<file path="config.mk">
export PLATFORM = sky130hd
export DESIGN_NAME = ssim_structure_pixel_weight_core
export DESIGN_NICKNAME = d
export VERILOG_FILES = /design/src/rtl/core/ssp_pkg.sv /design/src/rtl/core/ssp_prep.sv /design/src/rtl/core/ssp_div.sv /design/src/rtl/core/ssp_weight.sv /design/src/rtl/core/ssim_structure_pixel_weight_core.sv
export SDC_FILE = /design/constraint.sdc
export NUM_CORES = 2
export LEC_CHECK = 0
export BUFFER_PORTS_ARGS = -buffer_cell sky130_fd_sc_hd__buf_2
export CORE_ASPECT_RATIO = 1.75
export CORE_MARGIN = 1
export CORE_UTILIZATION = 57
export DETAILED_ROUTE_END_ITERATION = 8
export PLACE_DENSITY_LB_ADDON = 0.05
export SLEW_MARGIN = 20
export SYNTH_ARGS = -nofsm -noshare
export SYNTH_HDL_FRONTEND = slang
export SYNTH_HIERARCHICAL = 1
export SYNTH_SLANG_ARGS = --single-unit
export TNS_END_PERCENT = 10
</file>
<file path="constraint.sdc">
create_clock -name clk -period 30.3 [get_ports clk]
set_clock_uncertainty 0.2 [all_clocks]
set_input_delay 6.06 -clock clk [delete_from_list [all_inputs] [get_ports clk]]
set_output_delay 6.06 -clock clk [all_outputs]
set_load 0.005 [all_outputs]
</file>
<file path="src/rtl/core/ssp_pkg.sv">
`timescale 1ns / 1ps
`default_nettype none
// ----------------------------------------------------------------------------
// ssp_pkg: shared types and constants for the structure similarity weighting
// Holds the request and result payload structs, the sideband that travels
// beside the divider, and the fixed widths of the datapath.
// ----------------------------------------------------------------------------
package ssp_pkg;

    localparam int SIM_BIAS  = 328;
    localparam int PIX_MAX   = 255;

    // Numerator (2*cross + 328) * 255 stays below 2^25.
    localparam int NUM_W     = 25;
    // Factor 2*cross + 328 and the divisor both stay below 2^18.
    localparam int FAC_W     = 18;
    localparam int DEN_W     = 18;
    // The quotient stays below 2^17, so the divider resolves 17 bits.
    localparam int DIV_STEPS = 17;
    localparam int SIM_W     = 16;
    localparam int PIX_W     = 8;
    localparam int PROD_W    = SIM_W + PIX_W;

    typedef struct packed {
        logic [15:0] cross_mean;
        logic [15:0] model_sq_mean;
        logic [15:0] live_sq_mean;
        logic [7:0]  diff_pixel;
        logic [7:0]  mask_pixel;
    } ssp_in_t;

    typedef struct packed {
        logic [15:0] similarity;
        logic [7:0]  pixel_out;
    } ssp_out_t;

    // Per-pixel data carried alongside the quotient.
    typedef struct packed {
        logic [PIX_W-1:0] diff;
        logic             match;
    } ssp_side_t;

endpackage
`default_nettype wire

</file>
<file path="src/rtl/core/ssp_prep.sv">
`timescale 1ns / 1ps
`default_nettype none
// ----------------------------------------------------------------------------
// ssp_prep: numerator and divisor formation
// Two register stages: the biased sums first, then the multiplication of the
// numerator factor by 255 as a shift and subtract. The mask compare is done
// on entry and travels as one bit.
// ----------------------------------------------------------------------------
module ssp_prep
(
    input  wire logic                       clk,
    input  wire logic                       rst_n,
    input  wire logic                       adv,
    input  wire logic                       in_valid,
    input  wire ssp_pkg::ssp_in_t           in_data,
    input  wire logic [7:0]                 mask_match_value,
    output logic                            valid,
    output logic [ssp_pkg::NUM_W-1:0]       num,
    output logic [ssp_pkg::DEN_W-1:0]       den,
    output ssp_pkg::ssp_side_t              side
);

    logic                        a_valid_reg;
    logic [ssp_pkg::FAC_W-1:0]   a_fac_reg;
    logic [ssp_pkg::FAC_W-1:0]   a_fac_next;
    logic [ssp_pkg::DEN_W-1:0]   a_den_reg;
    logic [ssp_pkg::DEN_W-1:0]   a_den_next;
    ssp_pkg::ssp_side_t          a_side_reg;
    ssp_pkg::ssp_side_t          a_side_next;

    logic                        b_valid_reg;
    logic [ssp_pkg::NUM_W-1:0]   b_num_reg;
    logic [ssp_pkg::NUM_W:0]     b_num_full;
    logic [ssp_pkg::DEN_W-1:0]   b_den_reg;
    ssp_pkg::ssp_side_t          b_side_reg;

    always_comb
    begin
        a_fac_next = {1'b0, in_data.cross_mean, 1'b0}
                     + ssp_pkg::FAC_W'(ssp_pkg::SIM_BIAS);
        a_den_next = ssp_pkg::DEN_W'(in_data.model_sq_mean)
                     + ssp_pkg::DEN_W'(in_data.live_sq_mean)
                     + ssp_pkg::DEN_W'(ssp_pkg::SIM_BIAS);
        a_side_next.diff  = in_data.diff_pixel;
        a_side_next.match = (in_data.mask_pixel == mask_match_value);
    end

    // Multiply by 255 as (x << 8) - x.
    assign b_num_full = {a_fac_reg, 8'd0}
                        - (ssp_pkg::NUM_W + 1)'(a_fac_reg);

    always_ff @(posedge clk or negedge rst_n)
    begin
        if (!rst_n)
        begin
            a_valid_reg <= 1'b0;
            b_valid_reg <= 1'b0;
        end
        else if (adv)
        begin
            a_valid_reg <= in_valid;
            b_valid_reg <= a_valid_reg;
        end
    end

    always_ff @(posedge clk)
    begin
        if (adv)
        begin
            a_fac_reg  <= a_fac_next;
            a_den_reg  <= a_den_next;
            a_side_reg <= a_side_next;
            b_num_reg  <= b_num_full[ssp_pkg::NUM_W-1:0];
            b_den_reg  <= a_den_reg;
            b_side_reg <= a_side_reg;
        end
    end

    assign valid = b_valid_reg;
    assign num   = b_num_reg;
    assign den   = b_den_reg;
    assign side  = b_side_reg;

endmodule
`default_nettype wire

</file>
<file path="src/rtl/core/ssp_div.sv">
`timescale 1ns / 1ps
`default_nettype none
// ----------------------------------------------------------------------------
// ssp_div: pipelined restoring divider
// One quotient bit per stage, one compare and subtract each. Only the low
// 16 bits of the quotient are kept, so the top bit falls off the shift.
// ----------------------------------------------------------------------------
module ssp_div
(
    input  wire logic                       clk,
    input  wire logic                       rst_n,
    input  wire logic                       adv,
    input  wire logic                       in_valid,
    input  wire logic [ssp_pkg::NUM_W-1:0]  num,
    input  wire logic [ssp_pkg::DEN_W-1:0]  den,
    input  wire ssp_pkg::ssp_side_t         in_side,
    output logic                            valid,
    output logic [ssp_pkg::SIM_W-1:0]       quo,
    output ssp_pkg::ssp_side_t              side
);

    localparam int STEPS = ssp_pkg::DIV_STEPS;

    logic                        valid_reg [STEPS];
    logic [ssp_pkg::NUM_W-1:0]   num_reg   [STEPS];
    logic [ssp_pkg::DEN_W-1:0]   den_reg   [STEPS];
    logic [ssp_pkg::DEN_W-1:0]   rem_reg   [STEPS];
    logic [ssp_pkg::SIM_W-1:0]   quo_reg   [STEPS];
    ssp_pkg::ssp_side_t          side_reg  [STEPS];

    logic                        valid_src [STEPS];
    logic [ssp_pkg::NUM_W-1:0]   num_src   [STEPS];
    logic [ssp_pkg::DEN_W-1:0]   den_src   [STEPS];
    logic [ssp_pkg::DEN_W-1:0]   rem_src   [STEPS];
    logic [ssp_pkg::SIM_W-1:0]   quo_src   [STEPS];
    ssp_pkg::ssp_side_t          side_src  [STEPS];

    // The top numerator bits are below the smallest divisor, so they seed
    // the partial remainder directly.
    always_comb
    begin
        valid_src[0] = in_valid;
        num_src[0]   = num;
        den_src[0]   = den;
        rem_src[0]   = ssp_pkg::DEN_W'(num[ssp_pkg::NUM_W-1:STEPS]);
        quo_src[0]   = '0;
        side_src[0]  = in_side;
        for (int k = 1; k < STEPS; k++)
        begin
            valid_src[k] = valid_reg[k-1];
            num_src[k]   = num_reg[k-1];
            den_src[k]   = den_reg[k-1];
            rem_src[k]   = rem_reg[k-1];
            quo_src[k]   = quo_reg[k-1];
            side_src[k]  = side_reg[k-1];
        end
    end

    genvar j;
    generate
        for (j = 0; j < STEPS; j++)
        begin : g_step
            localparam int BIT = STEPS - 1 - j;
            logic [ssp_pkg::DEN_W:0]   trial;
            logic [ssp_pkg::DEN_W:0]   diff;
            logic                      qbit;
            logic [ssp_pkg::DEN_W-1:0] rem_next;

            always_comb
            begin
                trial    = {rem_src[j], num_src[j][BIT]};
                diff     = trial - {1'b0, den_src[j]};
                qbit     = (trial >= {1'b0, den_src[j]});
                rem_next = qbit ? diff[ssp_pkg::DEN_W-1:0]
                                : trial[ssp_pkg::DEN_W-1:0];
            end

            always_ff @(posedge clk or negedge rst_n)
            begin
                if (!rst_n)
                begin
                    valid_reg[j] <= 1'b0;
                end
                else if (adv)
                begin
                    valid_reg[j] <= valid_src[j];
                end
            end

            always_ff @(posedge clk)
            begin
                if (adv)
                begin
                    num_reg[j]  <= num_src[j];
                    den_reg[j]  <= den_src[j];
                    rem_reg[j]  <= rem_next;
                    quo_reg[j]  <= {quo_src[j][ssp_pkg::SIM_W-2:0], qbit};
                    side_reg[j] <= side_src[j];
                end
            end
        end
    endgenerate

    assign valid = valid_reg[STEPS-1];
    assign quo   = quo_reg[STEPS-1];
    assign side  = side_reg[STEPS-1];

endmodule
`default_nettype wire

</file>
<file path="src/rtl/core/ssp_weight.sv">
`timescale 1ns / 1ps
`default_nettype none
// ----------------------------------------------------------------------------
// ssp_weight: difference pixel weighting and output register
// A multiply stage forms sim * (255 - diff); the output stage shifts,
// saturates at 255 and selects the weighted or the original pixel.
// ----------------------------------------------------------------------------
module ssp_weight
(
    input  wire logic                       clk,
    input  wire logic                       rst_n,
    input  wire logic                       adv,
    input  wire logic                       in_valid,
    input  wire logic [ssp_pkg::SIM_W-1:0]  sim,
    input  wire ssp_pkg::ssp_side_t         in_side,
    output logic                            valid,
    output ssp_pkg::ssp_out_t               data
);

    logic                         m_valid_reg;
    logic [ssp_pkg::PROD_W-1:0]   m_prod_reg;
    logic [ssp_pkg::SIM_W-1:0]    m_sim_reg;
    ssp_pkg::ssp_side_t           m_side_reg;
    logic [ssp_pkg::PIX_W-1:0]    m_inv;

    logic                         o_valid_reg;
    ssp_pkg::ssp_out_t            o_data_reg;
    ssp_pkg::ssp_out_t            o_data_next;
    logic [ssp_pkg::SIM_W-1:0]    shifted;
    logic [ssp_pkg::PIX_W-1:0]    sat;

    assign m_inv = ssp_pkg::PIX_W'(ssp_pkg::PIX_MAX) - in_side.diff;

    always_comb
    begin
        shifted = m_prod_reg[ssp_pkg::PROD_W-1:ssp_pkg::PIX_W];
        sat     = (|shifted[ssp_pkg::SIM_W-1:ssp_pkg::PIX_W])
                  ? ssp_pkg::PIX_W'(ssp_pkg::PIX_MAX)
                  : shifted[ssp_pkg::PIX_W-1:0];
        o_data_next.similarity = m_sim_reg;
        o_data_next.pixel_out  = m_side_reg.match
                                 ? ssp_pkg::PIX_W'(ssp_pkg::PIX_MAX) - sat
                                 : m_side_reg.diff;
    end

    always_ff @(posedge clk or negedge rst_n)
    begin
        if (!rst_n)
        begin
            m_valid_reg <= 1'b0;
            o_valid_reg <= 1'b0;
        end
        else if (adv)
        begin
            m_valid_reg <= in_valid;
            o_valid_reg <= m_valid_reg;
        end
    end

    always_ff @(posedge clk)
    begin
        if (adv)
        begin
            m_prod_reg <= ssp_pkg::PROD_W'(sim) * ssp_pkg::PROD_W'(m_inv);
            m_sim_reg  <= sim;
            m_side_reg <= in_side;
            o_data_reg <= o_data_next;
        end
    end

    assign valid = o_valid_reg;
    assign data  = o_data_reg;

endmodule
`default_nettype wire

</file>
<file path="src/rtl/core/ssim_structure_pixel_weight_core.sv">
`timescale 1ns / 1ps
`default_nettype none
// ----------------------------------------------------------------------------
// ssim_structure_pixel_weight_core: structure similarity pixel weighting
// Each request is one pixel with its blurred edge statistics, a difference
// pixel and a mask pixel. The result carries the similarity quotient and
// the difference pixel, weighted where the mask equals mask_match_value.
// Both channels use valid and stall; a request moves at a clock edge where
// valid is high and stall is low. The configuration register is written
// with cfg_wr_en and cfg_wr_data. The user must write it only while no pixel
// is in flight; the block does not enforce it. It has two preparation stages,
// 17 divider stages (one quotient bit each), a multiply stage and the output
// register. One pixel can enter every cycle unless in_stall is high. The
// whole pipeline advances together; when the output holds a result and
// out_stall is high, every stage holds and in_stall rises, so nothing is
// lost or repeated. Reset clears all valid bits and the mask register.
// ----------------------------------------------------------------------------
module ssim_structure_pixel_weight_core
(
    input  wire logic               clk,
    input  wire logic               rst_n,
    input  wire logic               in_valid,
    output logic                    in_stall,
    input  wire ssp_pkg::ssp_in_t   in_data,
    output logic                    out_valid,
    input  wire logic               out_stall,
    output ssp_pkg::ssp_out_t       out_data,
    input  wire logic               cfg_wr_en,
    input  wire logic [7:0]         cfg_wr_data
);

    logic [7:0]                  mask_match_value_reg;
    logic                        adv;

    logic                        prep_valid;
    logic [ssp_pkg::NUM_W-1:0]   prep_num;
    logic [ssp_pkg::DEN_W-1:0]   prep_den;
    ssp_pkg::ssp_side_t          prep_side;

    logic                        div_valid;
    logic [ssp_pkg::SIM_W-1:0]   div_quo;
    ssp_pkg::ssp_side_t          div_side;

    assign adv      = !(out_valid && out_stall);
    assign in_stall = !adv;

    always_ff @(posedge clk or negedge rst_n)
    begin
        if (!rst_n)
        begin
            mask_match_value_reg <= '0;
        end
        else if (cfg_wr_en)
        begin
            mask_match_value_reg <= cfg_wr_data;
        end
    end

    ssp_prep u_prep
    (
        .clk              (clk),
        .rst_n            (rst_n),
        .adv              (adv),
        .in_valid         (in_valid),
        .in_data          (in_data),
        .mask_match_value (mask_match_value_reg),
        .valid            (prep_valid),
        .num              (prep_num),
        .den              (prep_den),
        .side             (prep_side)
    );

    ssp_div u_div
    (
        .clk      (clk),
        .rst_n    (rst_n),
        .adv      (adv),
        .in_valid (prep_valid),
        .num      (prep_num),
        .den      (prep_den),
        .in_side  (prep_side),
        .valid    (div_valid),
        .quo      (div_quo),
        .side     (div_side)
    );

    ssp_weight u_weight
    (
        .clk      (clk),
        .rst_n    (rst_n),
        .adv      (adv),
        .in_valid (div_valid),
        .sim      (div_quo),
        .in_side  (div_side),
        .valid    (out_valid),
        .data     (out_data)
    );

endmodule
`default_nettype wire

</file>
After elaboration in Yosys (flattened, before gate mapping)
Memory sizes are Yosys's and may differ from the RTL's. Index checks and enable logic that the tools add are counted.

Add/sub/neg operators: 23. Multiply operators: 1. Magnitude comparators: 17. Equality and inequality tests: 1. Muxes and demuxes: 20. Reduce and logical (&&, ||, !) cells: 2.

Operators by type and width (count): 18-bit two-way mux (17); 19-bit by 18-bit >= comparator with 1-bit output (16); 18-bit subtractor (16); 25-bit by 18-bit subtractor with 25-bit output (1); 16-bit by 8-bit multiplier with 24-bit output (1); 17-bit by 9-bit adder with 18-bit output (second input constant) (1); 18-bit by 9-bit adder with 18-bit output (second input constant) (1); 9-bit by 18-bit >= comparator with 1-bit output (1); 9-bit by 18-bit subtractor with 18-bit output (1); 16-bit by 16-bit adder with 17-bit output (1); 8-bit two-way mux (2); 8-bit subtractor (first input constant) (2); 8-bit equality test (1); 8-bit OR reduction (1); 1-bit logical AND (1); 1-bit two-way mux (1).

Flip-flop bits (word level): 199. RAM bits: 1462. Output and inout port bits: 26. Word-level logic and storage cells: 105. Memories: 5.

Memories: u_div.num_reg (depth 17, bits a word 25, rd ports 16, clocked after Yosys merged registers in 0, wr ports 17, RTL line ssp_div.sv:25) `logic [ssp_pkg::NUM_W-1:0] num_reg [STEPS];`; u_div.den_reg (depth 17, bits a word 18, rd ports 16, clocked after Yosys merged registers in 0, wr ports 17, RTL line ssp_div.sv:26) `logic [ssp_pkg::DEN_W-1:0] den_reg [STEPS];`; u_div.rem_reg (depth 17, bits a word 18, rd ports 16, clocked after Yosys merged registers in 0, wr ports 17, RTL line ssp_div.sv:27) `logic [ssp_pkg::DEN_W-1:0] rem_reg [STEPS];`; u_div.quo_reg (depth 17, bits a word 16, rd ports 17, clocked after Yosys merged registers in 0, wr ports 17, RTL line ssp_div.sv:28) `logic [ssp_pkg::SIM_W-1:0] quo_reg [STEPS];`; u_div.side_reg (depth 17, bits a word 9, rd ports 17, clocked after Yosys merged registers in 0, wr ports 17, RTL line ssp_div.sv:29) `ssp_pkg::ssp_side_t side_reg [STEPS];`.

Logic depth before layout (Yosys ltp)
Depth after elaboration: 4. Gate-level depth with buffers: 18. Gate-level depth less buffers: 17.

By module
Netlist, hierarchy kept.

By module, submodules not included: ssp_div (instances 1, cells each 3517, area each 47849.6 µm²); ssp_weight (instances 1, cells each 513, area each 5953.2 µm²); ssp_prep (instances 1, cells each 372, area each 4932.2 µm²); ssim_structure_pixel_weight_core (instances 1, cells each 19, area each 341.6 µm²).

Worst setup path after synthesis
No wires, ideal clock.

Kind: input -> register. Start point: input out_stall. End point: register u_prep.a_valid_reg. Arrival time: 33.641 ns. Data required time: 29.918 ns. Path slack: -3.723 ns. Cell stages on the path: 2. Buffers on the path: 0. Cells stage by stage: nand2_1 > mux2_2.

Longest elaborated chain between the ends: 1.

RTL lines: start, declared (RTL line ssim_structure_pixel_weight_core.sv:26) `input wire logic out_stall,`; 1-bit logical AND (RTL line ssim_structure_pixel_weight_core.sv:44) `assign adv = !(out_valid && out_stall);`; end signal, assigned (RTL line ssp_prep.sv:61) `a_valid_reg <= in_valid;`; end, declared (RTL line ssp_prep.sv:23) `logic a_valid_reg;`.

Every way passes these cells. A chain may end at the register's enable or synchronous reset.

Worst setup path in the final report
Start point: input out_stall. End point: output in_stall.

Longest elaborated chain between the ends: 1.

RTL lines: 1-bit logical AND (RTL line ssim_structure_pixel_weight_core.sv:44); end, declared (RTL line ssim_structure_pixel_weight_core.sv:23) `output logic in_stall,`.

Every way passes these cells.

==> summary.txt <==
Yosys
  – Yosys cell types: 93
  – Simple-gate portion of the synthesized area: ~7%
  – Flops & latches, synth: 1190
  – Ys flop type: edfxtp_1
  – Largest family of logic cells by synthesized area: adder cells
  – Post-synth EDFFs: roughly 1200
  – Post-Syn Nets: about 5000
  – Post-synthesis adder-cell area fraction: a little under an eighth
  – Sequential element share of the synthesized area: 60.2%
  – Mapped cell area: ~59000 um^2
  – Post-synthesis mux area share: around 3.7%
  – Post-synthesis xor/xnor area fraction: under 10%
  – Post-synthesis async set-or-reset flop share: 2.44%
  – Synth Area in Compound Gates: about a tenth
  – Warnings from Yosys: 6
  – Syn Inst Count: around 4400
  – Syn Area/Cell: ~13 um^2

Setup path
  – Critical path type: in2out
  – R2R cell count: 15
  – CP endpoint: in_stall
  – Required time of the critical path: 24.04 ns
  – Crit start category: input pin
  – Crit Reg-Reg Startpoint: u_div/side_reg[0][150]
  – Crit. Startpoint: out_stall
  – CP arrival: 6.45 ns
  – Max Fanout on Critical Path: 2
  – Flop2flop setup slack: 24.63 ns
  – Critical path capture point type: output port
  – Reg-to-reg endpoint: u_weight/m_prod_reg[23]

Placement
  – Global placer's final weighted congestion: between 0.9 and 1
  – HPWL after DPL: about 80000 um
  – Post-Place Cells: about 5800
  – I/O Buffers: slightly above 100

Clock network
  – Clock slew at reported path FFs: approximately 0.070 ns
  – TritonCTS clock tree: built
  – Max Root-Sink Buffers: 3
  – Root Driver: clkbuf_16
  – H-tree Lvls: 3
  – Clk sink count: between 1000 and 1500
  – Post-CTS Setup Bufs: 0
  – CTS buffer count: approximately 110
  – Hold Buf Count CTS: 0
  – Clk_lat worst skew: 0.73 ns
  – Post-cts sizing count: 0

Detailed routing
  – Avg WL per Cell: around 18 um
  – # DRC: 0
  – Violation count after the first detailed-route iteration: ~1400
  – DR vias/cell: roughly 5.6
  – Antenna-violating nets left: 0
  – Initial DRT Pass Iterations: 5
  – Via Count: 33600
  – Routed Wire Length: about 110000 um

STA
  – Peak Freq: slightly below 80 MHz
  – Slew headroom: about 28%
  – RSZ-0062 raised after global routing: no
  – Max Slew Vio Count: 0
  – Tmin final: about 13 ns
  – Hold Slack: roughly 0.20 ns
  – TNS Setup: 0 ns
  – Setup Viol. Count Final: 0
  – Post-route clock period utilization: approximately two fifths
  – Hold Fails Final Rpt: 0
  – Worst Max-Slew Pin Slew: 1.07 ns

Floorplan
  – Initial cell density of the core: about 58%
  – I/O pin count: around 100
  – Die ar.: between 100000 and 150000 um^2
  – Die Y: 428 um
  – Row cnt: around 160
  – Die width: around 250 um
  – Core Area: just over 100000 um^2

Final layout
  – Number of nets in the layout: between 5000 and 6000
  – Area grow syn2layout: 9.14%
  – Most frequent cells in the layout: 1161 x edfxtp_1, 513 x inv_1, 380 x ha_1, 238 x a21oi_1, 226 x o21ai_0
  – Layout cells sized above 1: a little over a tenth
  – Util after Layout: a little over three fifths
  – Fin cells: approximately 6000
  – Fill count: 7841
  – Most common cell after layout, fill and taps aside: edfxtp_1

Outcome
  – Status: complete, no violations

Global route
  – Total grt overflow: 0
  – Initial antenna violation count: 1
  – Pin count of the biggest net entering global routing: 180
  – GRT Resource Usage Total: a little over a fifth
  – Vias in the first global route: approximately 36000
  – First-pass GRT wire length: around 170000 um

Min path
  – HP Class: reg2reg

Flow run
  – Max-cap violation count: 0
==> layer usage <==
layer | up-vias | global-route usage [%] | routed length (um)
met5 | - | 0 | 0
met4 | 0 | 12.9 | 6690
met3 | 307 | 2.91 | 2600
met2 | 499 | 45.9 | 67600
met1 | 16500 | 16.3 | 32400
li1 | 16300 | - | -
==> critical path, cell delays in order <==
cell    delay, ns
buf_2        0.13
and2_1       0.13
buf_2        0.12
==> logic make-up after synthesis <==
kind of cell               count (synthesis)
other                                      1
adders and majority gates                480
xor gates and xnor gates                 284
AOI/OAI and AO/OA                        863
buffers and inverters                    599
and+or+nand+nor                          813
DFF                                     1190
muxes                                    191
==> cell usage after synthesis (12+ instances only) <==
| cell type | n | area (um^2) |
|---|---|---|
| nor3_1 | 54 | 270 |
| mux2_4 | 15 | 225 |
| nor2b_1 | 140 | 876 |
| buf_4 | 29 | 218 |
| a31oi_1 | 31 | 194 |
| edfxtp_1 | 1161 | 34900 |
| nand3_1 | 54 | 270 |
| fa_1 | 100 | 2000 |
| nand2b_1 | 59 | 369 |
| nand4_1 | 30 | 188 |
| a211oi_1 | 25 | 188 |
| o41ai_1 | 12 | 105 |
| clkbuf_1 | 42 | 158 |
| o22ai_1 | 18 | 113 |
| inv_1 | 513 | 1930 |
| mux2_2 | 167 | 1880 |
| nor2_1 | 183 | 687 |
| xnor2_1 | 193 | 1690 |
| xor2_1 | 91 | 797 |
| ha_1 | 380 | 4750 |
| dfrtp_1 | 29 | 726 |
| a21oi_1 | 238 | 1190 |
| o21a_1 | 38 | 285 |
| o31ai_1 | 18 | 135 |
| and3_1 | 21 | 131 |
| o21bai_1 | 37 | 278 |
| a21o_1 | 90 | 676 |
| and2_1 | 15 | 93.8 |
| nand2_1 | 195 | 732 |
| o21ai_0 | 227 | 1140 |
| nor4_1 | 13 | 81.3 |
==> how the worst min path moves through the flow <==
| stage | start | to | slack (ns) | cells after the start |
|---|---|---|---|---|
| floorplan | u_div/num_reg[0][75] | u_div/num_reg[0][100] | 0.20 | 0 |
| global placement | u_div/num_reg[0][30] | u_div/num_reg[0][55] | 0.20 | 0 |
| detailed placement | u_div/num_reg[0][80] | u_div/num_reg[0][105] | 0.20 | 0 |
| CTS | u_div/quo_reg[0][233] | u_div/quo_reg[0][250] | 0.20 | 0 |
| global route | u_div/quo_reg[0][233] | u_div/quo_reg[0][250] | 0.20 | 0 |
| finish | u_div/quo_reg[0][233] | u_div/quo_reg[0][250] | 0.20 | 0 |
==> metrics by stage <==
step	worst slack [ns]	instance area, um^2
after floorplan	8.34	59100
after global placement	17.59	61100
after detailed placement	17.59	61100
after CTS	17.59	64500
after global routing	17.57	64500
final	17.59	64500
==> area by class of cell <==
| type | instances | area (um^2) | share of cell area [%] |
|---|---|---|---|
| Clock inverter | 69 | 707 | 1.10 |
| Tap cell | 1334 | 1670 | 2.59 |
| Multi-Input combinational cell | 2632 | 21100 | 32.8 |
| Antenna cell | 1 | 2.50 | 0.00388 |
| Sequential cell | 1190 | 35600 | 55.2 |
| Clock buffer | 124 | 2700 | 4.19 |
| Inverter | 513 | 1930 | 2.99 |
| Timing Repair Buffer | 130 | 733 | 1.14 |
Power is left out: the tool's default activity adds up to more than one toggle a clock period on the data nets, which glitch-free logic cannot reach.
